$ cat src/sv/z80bd_queue.sv
module z80bd_queue #(
	parameter int DEPTH = 4,
	parameter int W     = 8
) (
	input  logic         clk,
	input  logic         arst_n,
	input  logic         push,
	input  logic [W-1:0] wdata,
	input  logic         pop,
	output logic [W-1:0] rdata,
	output logic         full,
	output logic         empty
);
	localparam int PW = $clog2(DEPTH);
	localparam int CW = $clog2(DEPTH + 1);

	logic [W-1:0]  slot_q [DEPTH];
	logic [PW-1:0] wr_ptr_q;
	logic [PW-1:0] rd_ptr_q;
	logic [CW-1:0] count_q;

	assign full  = count_q == CW'(DEPTH);
	assign empty = count_q == '0;
	assign rdata = slot_q[rd_ptr_q];

	always_ff @(posedge clk) begin
		if (push) begin
			slot_q[wr_ptr_q] <= wdata;
		end
	end

	always_ff @(posedge clk or negedge arst_n) begin
		if (!arst_n) begin
			wr_ptr_q <= '0;
			rd_ptr_q <= '0;
			count_q  <= '0;
		end else begin
			if (push) begin
				wr_ptr_q <= (wr_ptr_q == PW'(DEPTH - 1)) ? '0 : wr_ptr_q + 1'b1;
			end
			if (pop) begin
				rd_ptr_q <= (rd_ptr_q == PW'(DEPTH - 1)) ? '0 : rd_ptr_q + 1'b1;
			end
			case ({push, pop})
				2'b10:   count_q <= count_q + 1'b1;
				2'b01:   count_q <= count_q - 1'b1;
				default: count_q <= count_q;
			endcase
		end
	end

endmodule

$ cat config.mk
export PLATFORM = sky130hd
export DESIGN_NAME = z80bd_queue
export DESIGN_NICKNAME = d
export VERILOG_FILES = /design/src/sv/z80bd_queue.sv
export SDC_FILE = /design/constraint.sdc
export NUM_CORES = 1
export LEC_CHECK = 0
export CORE_MARGIN = 3
export CORE_UTILIZATION = 59
export CTS_BUF_LIST = sky130_fd_sc_hd__clkbuf_2
export CTS_CLUSTER_DIAMETER = 100
export DETAILED_ROUTE_END_ITERATION = 8
export DONT_BUFFER_PORTS = 1
export PLACE_DENSITY = 0.77
export SETUP_SLACK_MARGIN = 0.5
export SLEW_MARGIN = 5
export SYNTH_ARGS = -nofsm -noshare
export SYNTH_HDL_FRONTEND = slang
export SYNTH_SLANG_ARGS = --single-unit
$ cat constraint.sdc
create_clock -name clk -period 2.6 [get_ports clk]
set_input_delay 0.26 -clock clk [delete_from_list [all_inputs] [get_ports clk]]
set_output_delay 0.26 -clock clk [all_outputs]
set_load 0.02 [all_outputs]
==> insert_results.sql <==
INSERT INTO impl_metrics (metric_group, metric, value, unit) VALUES
('timing', 'timing.max_slew.rel_slack', '0.575', ''),
('drt', 'finalWirelength', '2300', 'um'),
('global_routing', 'grt_remaining_overflow', '0', ''),
('pwr', 'p_leak', '0.640', 'nW'),
('floorplanning', 'coreArea', '2500', 'um^2'),
('floorplanning', 'design.portCount', '22', ''),
('final_layout', 'layout_commonest_cell', 'sky130_fd_sc_hd__edfxtp_1', ''),
('final_layout', 'most-common-layout-cells', 'sky130_fd_sc_hd__edfxtp_1, sky130_fd_sc_hd__dlygate4sd3_1, sky130_fd_sc_hd__mux4_2', ''),
('clock_tree', 'clock_tree.buffer_depth', '2', ''),
('job', 'max_cap_violations', '0', ''),
('placement', 'detailed_place.area', '1590', 'um^2'),
('yosys', 'synthesis.yosys.warnings', '0', ''),
('critical_path', 'critPathRequiredTime', '2.34', 'ns'),
('hold_path', 'hold_path.class', 'input pin to flip-flop', ''),
('placement', 'portBuffers', '0', ''),
('floorplanning', 'die_w', '57.6', 'um'),
('critical_path', 'critical_path.max_stage_delay', '0.63', 'ns'),
('status', 'outcome', 'finished clean', ''),
('clock_tree', 'cts.htree.levels', '2', ''),
('final_layout', 'nNetsFinal', '115', ''),
('final_layout', 'antenna_cells', '0', ''),
('floorplanning', 'design.die.area', '3320', 'um^2'),
('drt', 'avgViaCountPerCell', '5.67', ''),
('floorplanning', 'floorplan.initialDensity', '0.629', ''),
('drt', 'routed-via-count', '720', ''),
('timing', 'post-route-period-util', '0.714', ''),
('critical_path', 'crit_path_cell_trace', 'mux4_2', ''),
('drt', 'average_wire_per_standard_cell', '18.1', 'um'),
('critical_path', 'path_max_fanout', '11', ''),
('timing', 'min_period', '1.86', 'ns'),
('critical_path', 'critical_path_arrival', '1.60', 'ns'),
('timing', 'max_freq', '539', 'MHz'),
('timing', 'rsz0062_at_grt', 'false', ''),
('critical_path', 'cp_num_buf_inv', '0', ''),
('yosys', 'synth_fp_nets', '99', ''),
('clock_tree', 'numClockSinks', '39', ''),
('clock_tree', 'numCtsBuffers', '5', ''),
('drt', 'ant_nets', '0', ''),
('clock_tree', 'worstSkewPairLatency', '0.37', 'ns'),
('drt', 'detailedRoute.firstPassIterationCount', '4', ''),
('global_routing', 'grt_pass1_wl', '3770', 'um'),
('timing', 'worst_hold_slack', '0.143', 'ns'),
('critical_path', 'critical-path-top-delay-family', 'multiplexers', ''),
('timing', 'fin_setup_tns', '0', 'ns'),
('timing', 'report.final.setup_viol', '0', ''),
('pwr', 'power_density', '977', 'nW/um^2'),
('critical_path', 'timing.reg2reg.setup_slack', '1.16', 'ns'),
('final_layout', 'share_of_cells_above_drive_strength_1', '0.196', ''),
('critical_path', 'worst_setup_path_start_kind', 'flip-flop', ''),
('timing', 'final-max-slew-violation-count', '0', ''),
('final_layout', 'utilization', '0.698', ''),
('placement', 'post_dp_hpwl', '1510', 'um'),
('floorplanning', 'die_span_y', '57.6', 'um'),
('clock_tree', 'tritoncts', 'yes', ''),
('clock_tree', 'cts.clk_slew.worst_paths', '0.17', 'ns'),
('drt', 'drc', '0', ''),
('timing', 'tightest_slew', '0.633', 'ns'),
('yosys', 'synthCells', '80', ''),
('yosys', 'count_of_cell_types_in_the_netlist', '19', ''),
('yosys', 'netlist_area', '1570', 'um^2'),
('yosys', 'number_of_synthesized_register_bits', '39', ''),
('critical_path', 'critPathKind', 'flip-flop to output pin', ''),
('final_layout', 'stdcell_area', '1750', 'um^2'),
('floorplanning', 'num_rows', '18', ''),
('global_routing', 'grt_max_degree', '12', ''),
('yosys', 'yosysSeqAreaShare', '0.722', ''),
('yosys', 'syn-mean-instance-area', '19.7', 'um^2'),
('critical_path', 'critical_path.slowest_cell', 'sky130_fd_sc_hd__mux4_2', ''),
('timing', 'finalHoldViolCount', '0', ''),
('pwr', 'total_power', '1.71', 'mW'),
('global_routing', 'grtUsageTotal', '0.162', ''),
('pwr', 'vdd.ir_drop.worst', '614', 'uV'),
('clock_tree', 'clockRootBuffer', 'sky130_fd_sc_hd__clkbuf_2', ''),
('timing', 'fin_skew', '0.00760', 'ns'),
('global_routing', 'first_global_vias', '778', ''),
('critical_path', 'critical_path.endpoint_type', 'output pin', ''),
('final_layout', 'synthToLayoutAreaGrowth', '11.0', '%'),
('global_routing', 'grt_antenna_before_repair', '0', ''),
('drt', 'drt-initial-drc-count', '10', ''),
('placement', 'place_congestion', '0.713', '');
-- cells in the mapped netlist --
cell	n	area share
sky130_fd_sc_hd__ha_1	6	0.048
sky130_fd_sc_hd__xor2_1	2	0.011
sky130_fd_sc_hd__fa_1	1	0.013
sky130_fd_sc_hd__mux4_2	8	0.11
sky130_fd_sc_hd__and2_1	4	0.016
sky130_fd_sc_hd__buf_6	1	0.0072
sky130_fd_sc_hd__mux2i_1	1	0.0064
sky130_fd_sc_hd__edfxtp_1	32	0.61
sky130_fd_sc_hd__xnor2_1	1	0.0056
sky130_fd_sc_hd__dfrtp_1	7	0.11
sky130_fd_sc_hd__and3_1	1	0.0040
sky130_fd_sc_hd__nor2_1	2	0.0048
sky130_fd_sc_hd__o21ai_0	2	0.0064
sky130_fd_sc_hd__inv_1	6	0.014
sky130_fd_sc_hd__nand2_1	1	0.0024
sky130_fd_sc_hd__mux2_2	2	0.014
sky130_fd_sc_hd__nor3_1	1	0.0032
sky130_fd_sc_hd__buf_2	1	0.0032
sky130_fd_sc_hd__or3_1	1	0.0040
-- routing by layer --
layer	vias to the layer above	part of all wire	GRT usage
met5	-	0	0
li1	335	-	-
met2	20	0.53	0.255
met4	0	0.012	0.0795
met3	4	0.050	0.0557
met1	361	0.41	0.203
-- cell type report --
cell class / instances / area, um^2
flip-flops and latches: 39 / 1140
clock inverters: 1 / 5.00
clock buffers: 7 / 35.0
inverters: 6 / 22.5
well taps: 30 / 37.5
fillers: 162 / 754
multi-input cells: 33 / 398
repair buffers: 11 / 110
-- cell families after synthesis --
kind of cell | synth area share
AOI/OAI and AO/OA | 0.00636
muxes | 0.135
adders and majority gates | 0.0605
DFF | 0.722
and+or+nand+nor | 0.0342
xor gates and xnor gates | 0.0167
buffers and inverters | 0.0247
-- state kept, by name (all words and copies together), names as in the netlist --
name,flops
slot_q,32
count_q,3
rd_ptr_q,2
wr_ptr_q,2
-- path summary, 6_finish.rpt --
kind	end	cells after the start	from
hold reg to reg	count_q[2]	1	count_q[2]
min in group asynchronous	wr_ptr_q[1]	1	arst_n
setup reg to reg	count_q[2]	5	count_q[0]
setup / recovery	rdata[0]	1	rd_ptr_q[0]
hold / removal	wr_ptr_q[0]	3	push
max in group asynchronous	rd_ptr_q[0]	1	arst_n
-- metrics by stage --
stage,setup slack [ns],std cells
finish,0.744,127
global placement,0.956,108
CTS,0.510,126
global route,0.618,127
floorplan,1.25,80
detailed placement,0.947,108
-- timing repair --
item / CTS / global route
gates resized for setup: 0 / 1
hold endpoints to repair: 41 / 2
hold buffers: 10 / 1
buffers inserted: 0 / 0
endpoints found under the setup margin: 0 / 8
-- power by group --
| part | switching, mW | internal, mW |
|---|---|---|
| clock network | 0.176 | 0.0736 |
| registers | 0.123 | 0.822 |
| logic | 0.284 | 0.227 |
| total | 0.583 | 1.12 |
No activity file was read; power rests on OpenSTA's default activity.
