===== src/sv/z80bd_pkg.sv =====
package z80bd_pkg;

	typedef enum logic [2:0] {
		TGT_FM   = 3'd0,
		TGT_PSG  = 3'd1,
		TGT_BANK = 3'd2,
		TGT_MAIN = 3'd3,
		TGT_RAM  = 3'd4,
		TGT_OFF  = 3'd5,
		TGT_BAD  = 3'd6
	} target_t;

	localparam int CFG_IDX_W = 2;
	localparam logic [CFG_IDX_W-1:0] CFG_FM_ENABLE  = 2'd0;
	localparam logic [CFG_IDX_W-1:0] CFG_PSG_ENABLE = 2'd1;
	localparam logic [CFG_IDX_W-1:0] CFG_CD_MODE    = 2'd2;

	localparam logic [15:0] PSG_MASK  = 16'hfff9;
	localparam logic [15:0] PSG_MATCH = 16'h7f11;
	localparam logic [7:0]  BANK_PAGE = 8'h60;
	localparam logic [2:0]  FM_BLOCK  = 3'b010;

	localparam int QUEUE_DEPTH = 4;

	// Decoded access as it travels from the front to the back.
	typedef struct packed {
		target_t     target;
		logic [23:0] main_address;
		logic        to_cd_map;
		logic [7:0]  forward_data;
		logic        ram_wr;
		logic        ram_rd;
	} info_t;

endpackage


===== src/sv/z80bd_front.sv =====
module z80bd_front #(
	parameter int LOCAL_RAM_DEPTH = 8192
) (
	input  logic                            clk,
	input  logic                            arst_n,
	input  logic                            cfg_we,
	input  logic [z80bd_pkg::CFG_IDX_W-1:0] cfg_index,
	input  logic                            cfg_wdata,
	input  logic                            in_valid,
	output logic                            in_ready,
	input  logic                            opcode,
	input  logic [15:0]                     address,
	input  logic [7:0]                      write_data,
	input  logic                            q_full,
	output logic                            push,
	output z80bd_pkg::info_t                info,
	output logic [$clog2(LOCAL_RAM_DEPTH)-1:0] ram_idx
);
	import z80bd_pkg::*;

	localparam int IW = $clog2(LOCAL_RAM_DEPTH);
	localparam logic [17:0] DEPTH_W = 18'(LOCAL_RAM_DEPTH);

	logic       fm_enable_q;
	logic       psg_enable_q;
	logic       cd_mode_q;
	logic [8:0] bank_q;

	logic hit_fm, hit_psg, hit_bank, hit_win, hit_ram;
	logic [17:0] rem;

	assign in_ready = !q_full;
	assign push     = in_valid && !q_full;

	assign hit_fm   = address[15:13] == FM_BLOCK;
	assign hit_psg  = opcode && ((address & PSG_MASK) == PSG_MATCH);
	assign hit_bank = opcode && (address[15:8] == BANK_PAGE);
	assign hit_win  = address[15];
	assign hit_ram  = address[15:14] == 2'b00;

	// Fold the mirrored offset into the RAM depth, one quotient bit a step.
	always_comb begin
		rem = {4'd0, address[13:0]};
		for (int k = 3; k >= 0; k--) begin
			if (rem >= (DEPTH_W << k)) begin
				rem = rem - (DEPTH_W << k);
			end
		end
	end
	assign ram_idx = rem[IW-1:0];

	always_comb begin
		info = '0;
		info.target = TGT_BAD;
		if (hit_fm) begin
			if (fm_enable_q) begin
				info.target       = TGT_FM;
				info.forward_data = opcode ? write_data : 8'd0;
			end else begin
				info.target = TGT_OFF;
			end
		end else if (hit_psg) begin
			if (psg_enable_q) begin
				info.target       = TGT_PSG;
				info.forward_data = write_data;
			end else begin
				info.target = TGT_OFF;
			end
		end else if (hit_bank) begin
			info.target       = TGT_BANK;
			info.forward_data = write_data;
		end else if (hit_win) begin
			info.target       = TGT_MAIN;
			info.main_address = {bank_q, address[14:0]};
			info.to_cd_map    = cd_mode_q;
			info.forward_data = opcode ? write_data : 8'd0;
		end else if (hit_ram) begin
			info.target       = TGT_RAM;
			info.ram_wr       = opcode;
			info.ram_rd       = !opcode;
			info.forward_data = opcode ? write_data : 8'd0;
		end
	end

	always_ff @(posedge clk or negedge arst_n) begin
		if (!arst_n) begin
			fm_enable_q  <= 1'b1;
			psg_enable_q <= 1'b1;
			cd_mode_q    <= 1'b0;
			bank_q       <= '0;
		end else begin
			if (cfg_we) begin
				case (cfg_index)
					CFG_FM_ENABLE:  fm_enable_q  <= cfg_wdata;
					CFG_PSG_ENABLE: psg_enable_q <= cfg_wdata;
					CFG_CD_MODE:    cd_mode_q    <= cfg_wdata;
					default: ;
				endcase
			end
			// Shift the data bit in from the top on a bank write.
			if (push && info.target == TGT_BANK) begin
				bank_q <= {write_data[0], bank_q[8:1]};
			end
		end
	end

endmodule


===== config.mk =====
export PLATFORM = sky130hd
export DESIGN_NAME = z80bd_front
export DESIGN_NICKNAME = d
export VERILOG_FILES = /design/src/sv/z80bd_pkg.sv /design/src/sv/z80bd_front.sv
export SDC_FILE = /design/constraint.sdc
export NUM_CORES = 1
export LEC_CHECK = 0
export BUFFER_PORTS_ARGS = -buffer_cell sky130_fd_sc_hd__buf_2
export CAP_MARGIN = 10
export CORE_MARGIN = 4
export CORE_UTILIZATION = 39
export DETAILED_ROUTE_END_ITERATION = 8
export MAX_ROUTING_LAYER = met4
export PLACE_DENSITY = 0.8
export REMOVE_ABC_BUFFERS = 1
export SLEW_MARGIN = 10
export SYNTH_ARGS = -nofsm -noshare
export SYNTH_HDL_FRONTEND = slang
export SYNTH_SLANG_ARGS = --single-unit

===== constraint.sdc =====
create_clock -name clk -period 1.5 [get_ports clk]
set_input_delay 0.225 -clock clk [delete_from_list [all_inputs] [get_ports clk]]
set_output_delay 0.225 -clock clk [all_outputs]
set_load 0.02 [all_outputs]

==> Flow_metrics.wiki <==
{| class="wikitable"
! Metric !! Value
|-
| Total of fill cells in the finished design || 229
|-
| Mean routed wirelength per cell || 13.0 um
|-
| Failing checks || setup timing
|-
| Setup slack of the most critical reg-to-reg path || 670 ps
|-
| Power per unit of standard cell area || 633 nW/um2
|-
| Critical path endpoint || info[8]
|-
| Leakage power summed over all cells || 0.877 nW
|-
| Clock root cell || clkbuf_4
|-
| Max Slew Vio Count || 0
|-
| Count of endpoints failing setup in the final report || 10
|-
| TritonCTS clock tree || yes
|-
| Antenna diodes || 0
|-
| Post-CTS setup-driven buffer insertion count || 0
|-
| Origin of the worst min-delay path || write_data[0]
|-
| Count of cell types in the netlist || 33
|-
| Number of placement rows || 18
|-
| Cell area reported after detailed placement || 1470 um2
|-
| Data arrival time of the critical path || 1510 ps
|-
| Wirelength, routed || 2.93 mm
|-
| Insertion delay to the later sink of the worst-skew pair || 260 ps
|-
| Remaining routing DRC violations || 0
|-
| Max Root-Sink Buffers || 2
|-
| Met2 WL || 1.61 mm
|-
| Worst-path cell with the longest stage delay || or4b_4
|-
| Via density per instance || 5.07
|-
| Maximum frequency from static timing analysis || 0.575 GHz
|-
| HPWL after DPL || 2.45 mm
|-
| Most frequent standard cell in the layout excluding fill and tap cells || buf_2
|-
| Worst endpoint required time || 1270 ps
|-
| Number of levels the H-tree was split into || 1
|-
| Gate count after technology mapping || 116
|-
| Vias in the first global route || 1,050
|-
| TritonCTS buffer count || 3
|-
| Crit path launch type || flop
|-
| Area enclosed by the die boundary || 3640 um2
|-
| Number of register bits inferred by synthesis || 12
|-
| Sinks on the clock net || 12
|-
| Synthesis-to-layout area growth || 42.8%
|-
| Leading cell types in the layout, fill and taps excluded || 83 x buf_2, 24 x and2_1, 12 x mux2_2
|-
| Initial antenna violation count || 0
|-
| Routed length on met1 || 955 um
|-
| Die Ht || 60.3 um
|-
| Initial core utilization || 0.419
|-
| Layout net count || 229
|-
| Drt first-iter violations || 30
|-
| Worst-case vdd ir drop || 0.524 mV
|-
| Mean post-synth cell area || 9.20 um2
|-
| Post-route total power || 965 uW
|-
| Global-route wire length before repair || 4.36 mm
|-
| Type of the worst setup path || reg2out
|-
| Remaining antenna violation count || 0
|-
| Worst-path maximum fanout || 8
|-
| Unrepaired setup endpoints after global routing || yes
|-
| Proportion of layout cells with a drive suffix above 1 || 0.626
|-
| Post-route worst setup slack || -238 ps
|-
| Slew HR || 0.775
|-
| Slowest stage delay, CP || 540 ps
|-
| Critical path launch point || fm_enable_q$_DFFE_PN1P_
|-
| GRT Total Usage || 0.159
|-
| Crit share post-route || 1.16
|-
| Via count of the routed design || 1,141
|-
| Endpoint of the worst register-to-register path || fm_enable_q$_DFFE_PN1P_
|-
| Type of the most critical hold path || in2reg
|-
| Sum of met3 wire segment lengths after detailed routing || 358 um
|-
| Die Span X || 60.3 um
|-
| Status || finished with violations
|-
| Maximum capacitance violations || 0
|-
| Final RePlAce weighted congestion || 0.725
|-
| Cells along the critical path || or4b_4 -> nand3_1 -> a21oi_1 -> buf_2
|-
| Total iterations of the first detailed-routing run || 4
|-
| Top metal layer carrying routed signals || met3
|-
| Syn. warnings || 0
|-
| Setup Skew || 1.99 ps
|-
| I/O pin count || 86
|-
| Post-synthesis cell area || 1070 um2
|-
| Post-layout minimum cycle time || 1740 ps
|-
| Final Hold Vio Count || 0
|-
| Least-Margin Pin Slew || 336 ps
|-
| Area of the core region || 2540 um2
|-
| Post-CTS clock slew at the launch and capture registers of the worst setup and hold paths || 70 ps
|-
| Count of buffers inserted at the top-level ports || 85
|-
| Overflow left after global routing || 0
|-
| CP endpoint kind || output pin
|-
| Design area || 1520 um2
|-
| Worst r2r src || fm_enable_q$_DFFE_PN1P_
|-
| Depth of the most critical reg-to-reg path || 2
|-
| Pin count of the biggest net entering global routing || 33
|-
| Post-synthesis sequential area ratio || 0.284
|}
-- critical path, delay by kind of cell (launching register included) --
kind,cells,cell delay [ps]
AND/OR/NAND/NOR,2,650
flip-flops,1,370
buffers and inverters,1,180
AO/OA/AOI/OAI,1,50
-- layer usage --
layer,up-vias,global-route usage
met1,523,0.151
met5,-,-
met2,62,0.324
met4,0,0.0443
met3,0,0.0194
li1,556,-
-- registers in the layout, summed over array words and instances, names as in the netlist --
signal        cells
bank_q            9
psg_enable_q      1
fm_enable_q       1
cd_mode_q         1
-- kinds of logic (layout without fill, tap and decap cells) --
logic type | after synthesis | after routing | synth area share
buffers and inverters | 20 | 99 | 0.121
AND/OR/NAND/NOR | 56 | 56 | 0.365
AO/OA/AOI/OAI | 16 | 16 | 0.104
flip-flops | 12 | 12 | 0.284
multiplexers | 12 | 12 | 0.127
-- repair_timing --
action	in CTS	in global routing
hold buffers	1	0
endpoints found under the hold margin	10	0
endpoints found under the setup margin	10	10
pin swaps	1	0
gates resized for setup	4	0
-- worst min-delay path by stage --
| stage | cells past startpoint | slack, ps | end |
|---|---|---|---|
| 3_5_place_dp | 1 | 110 | bank_q[5]$_DFFE_PN0P_ |
| 3_3_place_gp | 1 | 100 | bank_q[3]$_DFFE_PN0P_ |
| 6_report | 2 | 210 | bank_q[8]$_DFFE_PN0P_ |
| 4_1_cts | 2 | 200 | bank_q[8]$_DFFE_PN0P_ |
| 5_1_grt | 2 | 210 | bank_q[8]$_DFFE_PN0P_ |
| 2_1_floorplan | 0 | -70 | bank_q[0]$_DFFE_PN0P_ |
-- layout make-up --
class	count	area [um2]	area share
Multi-Input combinational cell	84	639	0.420
Timing Repair Buffer	94	504	0.331
Tap cell	30	37.5	0.0246
Sequential cell	12	303	0.199
Clock buffer	4	36.3	0.0238
Inverter	1	3.75	0.00246
-- cell usage after synthesis --
| library cell | count | area share |
|---|---|---|
| or4b_1 | 1 | 0.0094 |
| and4_1 | 1 | 0.0082 |
| and3b_2 | 1 | 0.0094 |
| clkbuf_1 | 3 | 0.011 |
| and3b_1 | 1 | 0.0082 |
| nor3_4 | 1 | 0.015 |
| o21ai_0 | 1 | 0.0047 |
| mux2_2 | 12 | 0.13 |
| nand3_1 | 9 | 0.042 |
| dfstp_2 | 2 | 0.049 |
| inv_1 | 1 | 0.0035 |
| nor3b_1 | 2 | 0.014 |
| a41o_1 | 3 | 0.028 |
| nand3b_1 | 1 | 0.0070 |
| and2_2 | 1 | 0.0070 |
| o211ai_1 | 1 | 0.0070 |
| a21boi_2 | 1 | 0.011 |
| nor2b_1 | 2 | 0.012 |
| nand4_1 | 2 | 0.012 |
| nor2_1 | 3 | 0.011 |
| a21o_2 | 1 | 0.0082 |
| a31o_2 | 1 | 0.0082 |
| buf_4 | 14 | 0.098 |
| buf_2 | 1 | 0.0047 |
| and2_1 | 24 | 0.14 |
| nand2b_1 | 1 | 0.0059 |
| a21oi_1 | 8 | 0.038 |
| nand4_4 | 1 | 0.020 |
| buf_1 | 1 | 0.0035 |
| and4bb_2 | 3 | 0.035 |
| dfrtp_1 | 10 | 0.23 |
| nor3_1 | 1 | 0.0047 |
| nand2_1 | 1 | 0.0035 |
-- power by group --
group | leakage (nW) | internal [mW] | switching [mW]
Combinational | 0.698 | 0.157 | 0.204
Clock | 0.0210 | 0.147 | 0.101
Sequential | 0.159 | 0.347 | 0.00970
Total | 0.877 | 0.651 | 0.314
-- metrics by stage --
step / cells / setup TNS [ps] / utilization / hold WS [ps] / setup slack (ps)
6_report: 225 / -2200 / 0.599 / 215 / -238
4_1_cts: 225 / -2290 / 0.599 / 204 / -245
3_3_place_gp: 220 / -612 / 0.576 / 102 / -79.8
2_1_floorplan: 97 / 0 / - / -70.6 / 54.8
3_5_place_dp: 220 / -813 / 0.576 / 109 / -113
5_1_grt: 225 / -2880 / 0.599 / 210 / -309
Note: power is estimated with default switching activity, not from simulation.
